===== config.mk =====
export PLATFORM = sky130hd
export DESIGN_NAME = svm_div
export DESIGN_NICKNAME = d
export VERILOG_FILES = /design/src/hw/rtl/svm_pkg.sv /design/src/hw/rtl/svm_div.sv
export SDC_FILE = /design/constraint.sdc
export NUM_CORES = 1
export LEC_CHECK = 0
export BUFFER_PORTS_ARGS = -buffer_cell sky130_fd_sc_hd__clkbuf_2
export CAP_MARGIN = 40
export CORE_MARGIN = 8
export CORE_UTILIZATION = 55
export CTS_CLUSTER_SIZE = 40
export DETAILED_ROUTE_END_ITERATION = 10
export PLACE_DENSITY = 0.85
export SETUP_SLACK_MARGIN = 0.3
export SLEW_MARGIN = 20
export SYNTH_ARGS = -nofsm -noshare
export SYNTH_HDL_FRONTEND = slang
export SYNTH_SLANG_ARGS = --single-unit

===== constraint.sdc =====
create_clock -name clock -period 6.9 [get_ports clock]
set_clock_uncertainty 0.05 [all_clocks]
set_input_delay 0 -clock clock [delete_from_list [all_inputs] [get_ports clock]]
set_output_delay 0 -clock clock [all_outputs]
set_load 0.02 [all_outputs]

===== src/hw/rtl/svm_pkg.sv =====
// Shared constants, types and helper function of the stack machine executor.
package svm_pkg;

   localparam int MEM_WORDS  = 65536;
   localparam int TEXT_WORDS = 65536;
   localparam int MEM_AW     = $clog2(MEM_WORDS);
   localparam int TEXT_AW    = $clog2(TEXT_WORDS);
   localparam int BYTE_AW    = MEM_AW + 2;
   localparam int PTR_W      = BYTE_AW + 1;
   localparam int MEM_BYTES  = MEM_WORDS * 4;
   localparam int DATA_W     = 32;
   localparam int OP_W       = 6;
   localparam int STAT_W     = 3;
   localparam int NORM_W     = 37;

   localparam logic signed [NORM_W-1:0] MEM_BYTES_S = NORM_W'(MEM_BYTES);

   localparam logic [OP_W-1:0] OP_LEA  = 6'd0;
   localparam logic [OP_W-1:0] OP_IMM  = 6'd1;
   localparam logic [OP_W-1:0] OP_JMP  = 6'd2;
   localparam logic [OP_W-1:0] OP_CALL = 6'd3;
   localparam logic [OP_W-1:0] OP_JZ   = 6'd4;
   localparam logic [OP_W-1:0] OP_JNZ  = 6'd5;
   localparam logic [OP_W-1:0] OP_ENT  = 6'd6;
   localparam logic [OP_W-1:0] OP_ADJ  = 6'd7;
   localparam logic [OP_W-1:0] OP_LEV  = 6'd8;
   localparam logic [OP_W-1:0] OP_LI   = 6'd9;
   localparam logic [OP_W-1:0] OP_LC   = 6'd10;
   localparam logic [OP_W-1:0] OP_SI   = 6'd11;
   localparam logic [OP_W-1:0] OP_SC   = 6'd12;
   localparam logic [OP_W-1:0] OP_PUSH = 6'd13;
   localparam logic [OP_W-1:0] OP_OR   = 6'd14;
   localparam logic [OP_W-1:0] OP_XOR  = 6'd15;
   localparam logic [OP_W-1:0] OP_AND  = 6'd16;
   localparam logic [OP_W-1:0] OP_EQ   = 6'd17;
   localparam logic [OP_W-1:0] OP_NE   = 6'd18;
   localparam logic [OP_W-1:0] OP_LT   = 6'd19;
   localparam logic [OP_W-1:0] OP_GT   = 6'd20;
   localparam logic [OP_W-1:0] OP_LE   = 6'd21;
   localparam logic [OP_W-1:0] OP_GE   = 6'd22;
   localparam logic [OP_W-1:0] OP_SHL  = 6'd23;
   localparam logic [OP_W-1:0] OP_SHR  = 6'd24;
   localparam logic [OP_W-1:0] OP_ADD  = 6'd25;
   localparam logic [OP_W-1:0] OP_SUB  = 6'd26;
   localparam logic [OP_W-1:0] OP_MUL  = 6'd27;
   localparam logic [OP_W-1:0] OP_DIV  = 6'd28;
   localparam logic [OP_W-1:0] OP_MOD  = 6'd29;
   localparam logic [OP_W-1:0] OP_EXIT = 6'd37;

   localparam logic [STAT_W-1:0] STAT_RUN    = 3'd0;
   localparam logic [STAT_W-1:0] STAT_EXIT   = 3'd1;
   localparam logic [STAT_W-1:0] STAT_DIVZ   = 3'd2;
   localparam logic [STAT_W-1:0] STAT_UNSUP  = 3'd3;
   localparam logic [STAT_W-1:0] STAT_HALTED = 3'd4;

   typedef struct packed {
      logic              en;
      logic              we;
      logic [MEM_AW-1:0] addr;
      logic [DATA_W-1:0] wdata;
   } mem_req_type;

   typedef struct packed {
      logic              start;
      logic              is_mod;
      logic [DATA_W-1:0] dividend;
      logic [DATA_W-1:0] divisor;
   } div_req_type;

   // Keeps a pointer in 0..MEM_BYTES and wraps anything outside that range.
   function automatic logic [PTR_W-1:0] ptr_norm(input logic signed [NORM_W-1:0] s);
      logic [PTR_W-1:0] r;
      if (s >= 0 && s <= MEM_BYTES_S) begin
         r = s[PTR_W-1:0];
      end else begin
         r = {1'b0, s[BYTE_AW-1:0]};
      end
      return r;
   endfunction

endpackage


===== src/hw/rtl/svm_div.sv =====
// Iterative signed divider, one quotient bit per cycle, truncating toward zero.
module svm_div (
   input  logic                       clock,
   input  logic                       reset,
   input  svm_pkg::div_req_type       div_req,
   output logic                       div_done,
   output logic [svm_pkg::DATA_W-1:0] div_result
);

   localparam int CNT_W = $clog2(svm_pkg::DATA_W);

   logic                        busy_ff, busy_in;
   logic                        done_ff, done_in;
   logic [CNT_W-1:0]            cnt_ff, cnt_in;
   logic [svm_pkg::DATA_W-1:0]  quot_ff, quot_in;
   logic [svm_pkg::DATA_W-1:0]  rem_ff, rem_in;
   logic [svm_pkg::DATA_W-1:0]  dvs_ff, dvs_in;
   logic                        negq_ff, negq_in;
   logic                        negr_ff, negr_in;
   logic                        mod_ff, mod_in;
   logic [svm_pkg::DATA_W:0]    shifted;
   logic                        fits;

   always_comb begin
      busy_in = busy_ff;
      done_in = done_ff;
      cnt_in  = cnt_ff;
      quot_in = quot_ff;
      rem_in  = rem_ff;
      dvs_in  = dvs_ff;
      negq_in = negq_ff;
      negr_in = negr_ff;
      mod_in  = mod_ff;
      shifted = {rem_ff, quot_ff[svm_pkg::DATA_W-1]};
      fits    = shifted >= {1'b0, dvs_ff};
      if (div_req.start) begin
         busy_in = 1'b1;
         done_in = 1'b0;
         cnt_in  = '1;
         quot_in = div_req.dividend[svm_pkg::DATA_W-1] ? (0 - div_req.dividend)
                                                     : div_req.dividend;
         dvs_in  = div_req.divisor[svm_pkg::DATA_W-1] ? (0 - div_req.divisor)
                                                    : div_req.divisor;
         rem_in  = '0;
         negr_in = div_req.dividend[svm_pkg::DATA_W-1];
         negq_in = div_req.dividend[svm_pkg::DATA_W-1] ^ div_req.divisor[svm_pkg::DATA_W-1];
         mod_in  = div_req.is_mod;
      end else if (busy_ff) begin
         if (fits) begin
            rem_in = svm_pkg::DATA_W'(shifted - {1'b0, dvs_ff});
         end else begin
            rem_in = shifted[svm_pkg::DATA_W-1:0];
         end
         quot_in = {quot_ff[svm_pkg::DATA_W-2:0], fits};
         cnt_in  = cnt_ff - 1'b1;
         if (cnt_ff == '0) begin
            busy_in = 1'b0;
            done_in = 1'b1;
         end
      end
   end

   always_ff @(posedge clock) begin
      if (reset) begin
         busy_ff <= 1'b0;
         done_ff <= 1'b0;
      end else begin
         busy_ff <= busy_in;
         done_ff <= done_in;
      end
   end

   always_ff @(posedge clock) begin
      cnt_ff  <= cnt_in;
      quot_ff <= quot_in;
      rem_ff  <= rem_in;
      dvs_ff  <= dvs_in;
      negq_ff <= negq_in;
      negr_ff <= negr_in;
      mod_ff  <= mod_in;
   end

   assign div_done   = done_ff;
   assign div_result = mod_ff ? (negr_ff ? (0 - rem_ff) : rem_ff)
                              : (negq_ff ? (0 - quot_ff) : quot_ff);

endmodule


* Word-level counts from Yosys, hierarchy flattened
Index checks and enable logic that the tools add are counted.
Operators by class: add/subtract/negate cells 6, order comparisons 1, multiplexer cells 11, bitwise gates (word level) 1, reductions and logical operators 4
Operators with widths (number):
- 32-bit 2-to-1 mux | 7
- 1-bit by 32-bit subtractor with 32-bit output, first input constant | 4
- 33-bit by 32-bit greater-or-equal comparator with 1-bit output | 1
- 32-bit subtractor | 1
- 31-bit 2-to-1 mux | 1
- 5-bit logical NOT | 1
- 5-bit by 1-bit subtractor with 5-bit output, second input constant | 1
- 1-bit 2-to-1 mux | 3
- 2-bit AND reduction | 1
- 2-bit nonzero test | 1
- 2-bit OR reduction | 1
- 1-bit XOR | 1
Word-level totals: register bits 106, input port bits 68, output and inout bits 33, logic and storage cells 33

* Depth between registers and ports, before layout
Gate-level depths: netlist of run 1.
word-level depth 4, mapped depth 12, mapped depth without buffers 11

* Worst setup path after synthesis of run 1
OpenSTA, ideal clock, no wires.
path type reg2reg, from register rem_ff[14] (netlist bit), to register rem_ff[30] (netlist bit), setup time 0.091 ns, data arrival time 2.886 ns, data required time 6.759 ns, path slack 3.873 ns, cell stages (with the launch flop) 11, buffers on the path 1, clock period less this slack 3.027 ns, path through dfxtp_1 > ha_1 > clkbuf_1 > nand4_1 > or2_2 > a2111o_1 > and3_1 > o41a_1 > nand4bb_1 > a31o_2 > a311oi_1
On the way: longest elaborated chain between the ends 2, elaborated cells between the ends (all ways) 3, those cells by class add/sub (1); order compare (1); mux (1)
RTL lines:
- from (decl) | line svm_div.sv:16 | logic [svm_pkg::DATA_W-1:0] rem_ff, rem_in;
- from (signal assigned) | line svm_div.sv:76 | rem_ff <= rem_in;
- 32-bit subtractor / 33-bit by 32-bit greater-or-equal comparator with 1-bit output (equally long branches) | line svm_div.sv:50, svm_div.sv:35
- 32-bit 2-to-1 mux * | line svm_div.sv:49 | if (fits) begin
Every way passes the cells marked *; elsewhere a longest branch is shown, timed or not. A chain may end at the register's enable or synchronous reset.

* Worst setup path after layout of run 1
from register rem_ff[7] (netlist bit), to register rem_ff[31] (netlist bit)
Same word-level chain as after synthesis.

==> flow_summary.json, run 1 <==
{
  "critical_path.top_delay_family": "compound AO/OA/AOI/OAI gates",
  "power_switching_mw": 0.812,
  "cpPeakStageDelay_ns": 0.61,
  "drv_cap": 0,
  "ant_nets": 0,
  "sw_frac_of_total_pct": 37.6,
  "synth-seq-area-share_pct": 31.5,
  "wl_um": 22100,
  "ys.warnings.count": 0,
  "area_growth_pct": 14.6,
  "fin_nets": 1270,
  "grt_max_degree": 79,
  "diodes": 0,
  "grt_pass1_wl_um": 35900,
  "use_met2_pct": 38.9,
  "cp-startpoint": "rem_ff[7]$_SDFFE_PP0P_",
  "drc_errors": 0,
  "power_frac_comb_pct": 38.8,
  "vdd_drop_max_mv": 0.160,
  "synth_flop_cell": "edfxtp_1",
  "clock.fmax_mhz": 272,
  "drt_iter0_markers": 537,
  "tightest_slew_ns": 0.746,
  "p_clk_share_pct": 23.1,
  "grtUsageTotal_pct": 21.5,
  "antenna_found_initial": 0,
  "hold_class": "in -> reg",
  "arrival_ns": 3.89,
  "place.gp.congestion": 0.924,
  "cts_sinks": 106,
  "vias": 8157,
  "synth_area_sq_mm": 0.00887,
  "cts_inserted_buffers": 9,
  "drt_first_pass_iters": 5,
  "reg2reg_from": "rem_ff[7]$_SDFFE_PP0P_",
  "synth_top_area_share_pct": 22.7,
  "worst_setup_path_end_kind": "flop",
  "timing.final.crit_share_pct": 53.2,
  "crit_type": "reg -> reg",
  "rrSetupSlack_ns": 3.23,
  "worst-path-stages": 10,
  "yosys-top-cells-area": "edfxtp_1 23%, dfxtp_1 8.8%, xor2_1 7.6%",
  "grt_pass1_vias": 7740,
  "path_clk_slew_ns": 0.07,
  "total_power_mw": 2.16,
  "die_area_sq_mm": 0.0204,
  "post-dp-hpwl_um": 16500,
  "start_util_pct": 56.0,
  "fin_setup_tns_ns": 0,
  "io_buffer_count": 100,
  "cp_cell_sequence": "ha_1 > o211ai_1 > nor3_1 > o21ai_0 > and3_1 > o31ai_1 > a31oi_4 > buf_4 > or4_1 > a311oi_1",
  "synth_area_leader_cell": "edfxtp_1",
  "slowest_stage": "o31ai_1",
  "cts_setup_buffers": 0,
  "drive_above_1_share_pct": 12.2,
  "power_frac_seq_pct": 38.1,
  "synthArstFlopShare_pct": 0,
  "synth_edf_count": 67,
  "die_y_um": 143,
  "grt.busiest_layer": "met2",
  "rsz0062_at_grt": "no",
  "use_met1_pct": 26.0,
  "p_leak_nw": 4.13,
  "syn_nets": 1173,
  "slew_headroom_pct": 50.3,
  "synth.distinct_cells": 66,
  "htree_levels": 3,
  "clock_latency_ns": 0.36,
  "cts-root-buf": "clkbuf_16",
  "p_int_mw": 1.35,
  "wl_per_cell_um": 16.0,
  "cp-start-kind": "flop",
  "placementRows": 46,
  "r2r_cells": 10,
  "hold_viol": 0,
  "r2r_end": "rem_ff[31]$_SDFFE_PP0P_",
  "io_pins": 101,
  "dieWidth_um": 143,
  "cp-endpoint": "rem_ff[31]$_SDFFE_PP0P_",
  "post-route-util_pct": 64.2,
  "via_per_inst": 5.89,
  "setup_viol": 0,
  "overflow": 0,
  "cp_max_fo": 42,
  "power_density_mw_per_mm2": 212,
  "worst-path-buf-inv": 1,
  "clk_path_buf_depth": 2,
  "coreArea_sq_mm": 0.0158,
  "synth_cells": 1067,
  "grtUsageMet3_pct": 3.67,
  "period_minus_slack_ns": 3.67,
  "outcome": "finished clean",
  "cp.required_ns": 7.12,
  "synth_area_per_cell_sq_um": 8.31,
  "cts_tree": "yes",
  "drv_slew": 0,
  "ys_seq_elements": 106
}
flip-flops by register name, summed over array words and instances, names as in the netlist:
name / flops
busy_ff: 1
cnt_ff: 5
div_done: 1
dvs_ff: 32
mod_ff: 1
negq_ff: 1
negr_ff: 1
quot_ff: 32
rem_ff: 32
Yosys cell counts (all sizes together) (2+ instances only):
cell type,number
nor4b,2
a31o,3
nand4b,3
and3,7
inv,52
mux2i,33
nor4,11
nor2,112
buf,8
or2,9
dfxtp,39
nand3,15
a21oi,80
or3b,3
o211ai,3
o21a,3
xnor2,69
o21ai,57
o41ai,17
and3b,2
clkbuf,49
a2111o,2
a211o,2
ha,37
nor2b,7
a31oi,9
xor2,77
a311oi,7
o311ai,2
nor3,25
nor3b,4
nand2,91
a2111oi,3
or3,15
a21o,8
nand3b,3
or4,19
a211oi,24
a311o,2
o31ai,38
o21bai,4
nand2b,14
nand4,12
edfxtp,67
worst min path at each step:
stage	startpoint	cells after the start	end
2_1_floorplan	reset	1	busy_ff$_SDFF_PP0_
3_3_place_gp	reset	2	busy_ff$_SDFF_PP0_
3_5_place_dp	reset	2	busy_ff$_SDFF_PP0_
4_1_cts	div_req[57]	3	quot_ff[25]$_DFFE_PP_
5_1_grt	div_req[53]	3	quot_ff[21]$_DFFE_PP_
6_report	div_req[57]	3	quot_ff[25]$_DFFE_PP_
cells by family (layout without fill, tap and decap cells):
| kind of cell | after synthesis | in the layout | synth area share, % |
|---|---|---|---|
| buffers and inverters | 109 | 211 | 4.66 |
| adders and majority gates | 38 | 38 | 5.45 |
| DFF | 106 | 106 | 31.5 |
| AOI/OAI and AO/OA | 275 | 275 | 20.1 |
| and+or+nand+nor | 359 | 359 | 20.0 |
| xor gates and xnor gates | 146 | 146 | 14.4 |
| muxes | 34 | 34 | 3.85 |
worst reg2reg max path: cells and delay by family, from the launching register on:
family | cells | cell delay (ns)
AOI/OAI and AO/OA | 5 | 1.33
buffers and inverters | 1 | 0.32
adders and majority gates | 1 | 0.48
DFF | 1 | 0.39
and+or+nand+nor | 3 | 1.00
power groups by stage:
stage / Combinational [mW] / Sequential [mW] / Clock, mW
2_1_floorplan: 0.609 / 0.811 / 0
5_1_grt: 0.921 / 0.832 / 0.528
6_report: 0.838 / 0.823 / 0.497
3_3_place_gp: 0.792 / 0.837 / 0
3_5_place_dp: 0.806 / 0.840 / 0
4_1_cts: 0.826 / 0.826 / 0.502
cell usage in the layout, fill, tap and decap left out, drive strengths merged, types with 17 or more instances in the layout:
master / n
mux2i: 33
dfxtp: 39
xnor2: 69
edfxtp: 67
o21ai: 57
inv: 53
o41ai: 17
ha: 37
nor2: 112
nor3: 25
or4: 19
o31ai: 38
a211oi: 24
nand2: 91
clkbuf: 111
a21oi: 80
xor2: 77
dlygate4sd3: 36
stage by stage:
step,setup WS [ns],hold slack (ns),instance area (sq um),cells
after floorplan,3.87,0.0224,8870,1067
after global placement,3.41,0.125,9470,1330
after detailed placement,3.26,0.130,9470,1330
after CTS,3.24,0.00155,10100,1381
after global routing,3.02,0.00554,10200,1385
final,3.23,0.00163,10200,1385
layer usage:
metal / up-vias / routed length [um]
li1: 4086 / -
met1: 3853 / 9460
met2: 184 / 11400
met3: 34 / 904
met4: 0 / 359
met5: - / 0
repair_timing:
item	in CTS	in global routing
resized for setup	0	0
hold buffers	35	1
hold endpoints to repair	37	9
layout make-up:
class	instances	area, sq um
clock inverter	4	25.0
fill	1345	5670
tap	216	270
multi-input combinational	852	5680
timing repair buffer	143	951
sequential	106	2790
inverter	52	195
clock buffer	12	246
Note: power is estimated with default switching activity, not from simulation.
==> run 2, diff against run 1 <==
ABC_AREA = 1   (was default)
PLACE_DENSITY = 0.84   (was 0.85)
clock period = 3.6 ns   (was 6.9 ns; I/O delays follow)
==> flow_summary.json, run 2 <==
{
  "clock.fmax_mhz": 357,
  "yosys.area_share.adder_pct": 4.59,
  "hold_viol": 0,
  "post_cts_resized": 0,
  "io_pins": 101,
  "synth_edf_count": 67,
  "dp.cells": 2044,
  "drv_slew": 0,
  "vdd_drop_max_mv": 0.259,
  "yosys-top-cells-area": "nand2_1 19%, edfxtp_1 19%, inv_1 9.6%",
  "cts_setup_buffers": 0,
  "fin_nets": 1955,
  "synth_top_family_by_area": "simple AND/OR/NAND/NOR gates",
  "arrival_ns": 2.75,
  "start_util_pct": 56.1,
  "worst_setup_path_end_kind": "output port",
  "cp-start-kind": "flop",
  "drt_iter0_markers": 1130,
  "cp-startpoint": "quot_ff[0]$_DFFE_PP_",
  "yosys-mux-area-fraction_pct": 0,
  "io_buffer_count": 100,
  "coreArea_sq_mm": 0.0188,
  "overflow": 0,
  "synth_area_sq_mm": 0.0105,
  "die_y_um": 154,
  "die_area_sq_mm": 0.0238,
  "antenna_found_initial": 0,
  "cts-root-buf": "clkbuf_16",
  "grtUsageTotal_pct": 28.7,
  "min_from": "div_req[12]",
  "final_cell_mix": "545 x nand2_1, 269 x inv_1, 182 x nand3_1",
  "via_per_inst": 5.52,
  "drv_cap": 0,
  "synth_area_per_cell_sq_um": 6.03,
  "reg2reg_from": "rem_ff[29]$_SDFFE_PP0P_",
  "synth_common_cells": "545 x nand2_1, 269 x inv_1, 182 x nand3_1",
  "synth_most_common_cell": "nand2_1",
  "vias": 11500,
  "timing.final.crit_share_pct": 77.8,
  "cpPeakStageDelay_ns": 0.43,
  "path_clk_slew_ns": 0.07,
  "reg_top3": "dvs_ff (32), quot_ff (32), rem_ff (32)",
  "cp_max_fo": 5,
  "ys_seq_elements": 106,
  "synth_flop_cell": "edfxtp_1",
  "synth_cells": 1745,
  "power_density_mw_per_mm2": 298,
  "slew_headroom_pct": 44.2,
  "crit_type": "reg -> out",
  "yosys.area_share.simple_pct": 40.4,
  "hold_class": "in -> reg",
  "synth_top_area_share_pct": 19.4,
  "synth_area_leader_cell": "nand2_1",
  "final_cells": 2088,
  "drive_above_1_share_pct": 9.39,
  "grt_max_degree": 48,
  "dieWidth_um": 154,
  "synth.distinct_cells": 50,
  "cts_sinks": 106,
  "rsz0062_at_grt": "no",
  "drt_first_pass_iters": 5,
  "htree_levels": 3,
  "synth-seq-area-share_pct": 26.5,
  "placementRows": 50,
  "wl_per_cell_um": 16.5,
  "cp.required_ns": 3.55,
  "tightest_slew_ns": 0.832,
  "period_minus_slack_ns": 2.80,
  "mostFrequentLayoutCell": "nand2_1",
  "grt_pass1_vias": 10500,
  "area_growth_pct": 11.6,
  "outcome": "finished clean",
  "cp_cell_sequence": "inv_1 > ha_1 > nand3_1 > nor2_2 > inv_1 > nor3_1 > nand3_1 > a21oi_1 > o21ai_0 > nand2_1 > clkbuf_2",
  "p_leak_nw": 6.17,
  "post-dp-hpwl_um": 28000,
  "cts_tree": "yes",
  "ant_nets": 0,
  "clk_path_buf_depth": 2,
  "ys.warnings.count": 0,
  "synth_compound_gate_area_share_pct": 10.7,
  "drc_errors": 0,
  "clock_latency_ns": 0.36,
  "grt_pass1_wl_um": 54700,
  "setup_viol": 0,
  "hold_buffers": 28,
  "synth_xor_area_share_pct": 5.33,
  "syn_nets": 1851,
  "diodes": 0,
  "slowest_stage": "nor3_1",
  "place.gp.congestion": 0.998,
  "wl_um": 34600,
  "synthArstFlopShare_pct": 0,
  "fin_setup_tns_ns": 0,
  "cts_inserted_buffers": 9
}
## run 2: layer usage
layer  vias up  wire length (um)  GRT usage [%]
li1       5801                 -              -
met1      5200             16000           41.0
met2       480             15200           45.0
met3        50              2720           3.46
met4         0               607           6.91
met5         -                 0              0
## run 2: cell families after synthesis
logic type	count (synthesis)
xor gates and xnor gates	64
adders and majority gates	38
AOI/OAI and AO/OA	212
and+or+nand+nor	989
buffers and inverters	336
DFF	106
## run 2: worst max-delay path: cells and delay by family, from the launching register on
kind,cells,cell delay [ns]
adder cells (fa/ha/maj),1,0.22
flip-flops,1,0.36
buffers and inverters,3,0.44
AND/OR/NAND/NOR,5,1.12
AO/OA/AOI/OAI,2,0.26
## run 2: report_power, final
part / internal, mW / switching [mW] / total, mW
Sequential: 1.40 / 0.0788 / 1.48
Combinational: 0.320 / 0.684 / 1.00
Clock: 0.533 / 0.485 / 1.02
Total: 2.25 / 1.25 / 3.50
## run 2: worst paths after layout
path	to	slack [ns]	depth (start not counted)
setup / recovery	div_result[30]	0.80	11
hold / removal	dvs_ff[12]$_DFFE_PP_	0.01	3
setup reg to reg	quot_ff[0]$_DFFE_PP_	0.88	11
hold reg to reg	div_done$_SDFFE_PP0P_	0.41	2
## run 2: area by class of cell
cell class / instances / area, sq um
clock buffers: 11 / 244
clock inverters: 5 / 48.8
fillers: 1771 / 7020
inverters: 293 / 1100
multi-input cells: 1303 / 6420
flip-flops and latches: 106 / 2790
well taps: 234 / 293
repair buffers: 136 / 841
## run 2: through the flow
stage                     hold slack, ns  setup WS [ns]  total power [mW]  cell area (sq um)  utilization (%)
after detailed placement           0.136          0.966              2.46              11200             59.5
after CTS                       0.000313          0.866              3.49              11700             62.6
after global routing              0.0178          0.561              3.67              11700             62.6
after global placement             0.128          0.992              2.45              11200             59.5
after floorplan                   0.0228           1.47              2.12              10500                -
final                             0.0114          0.799              3.50              11700             62.6
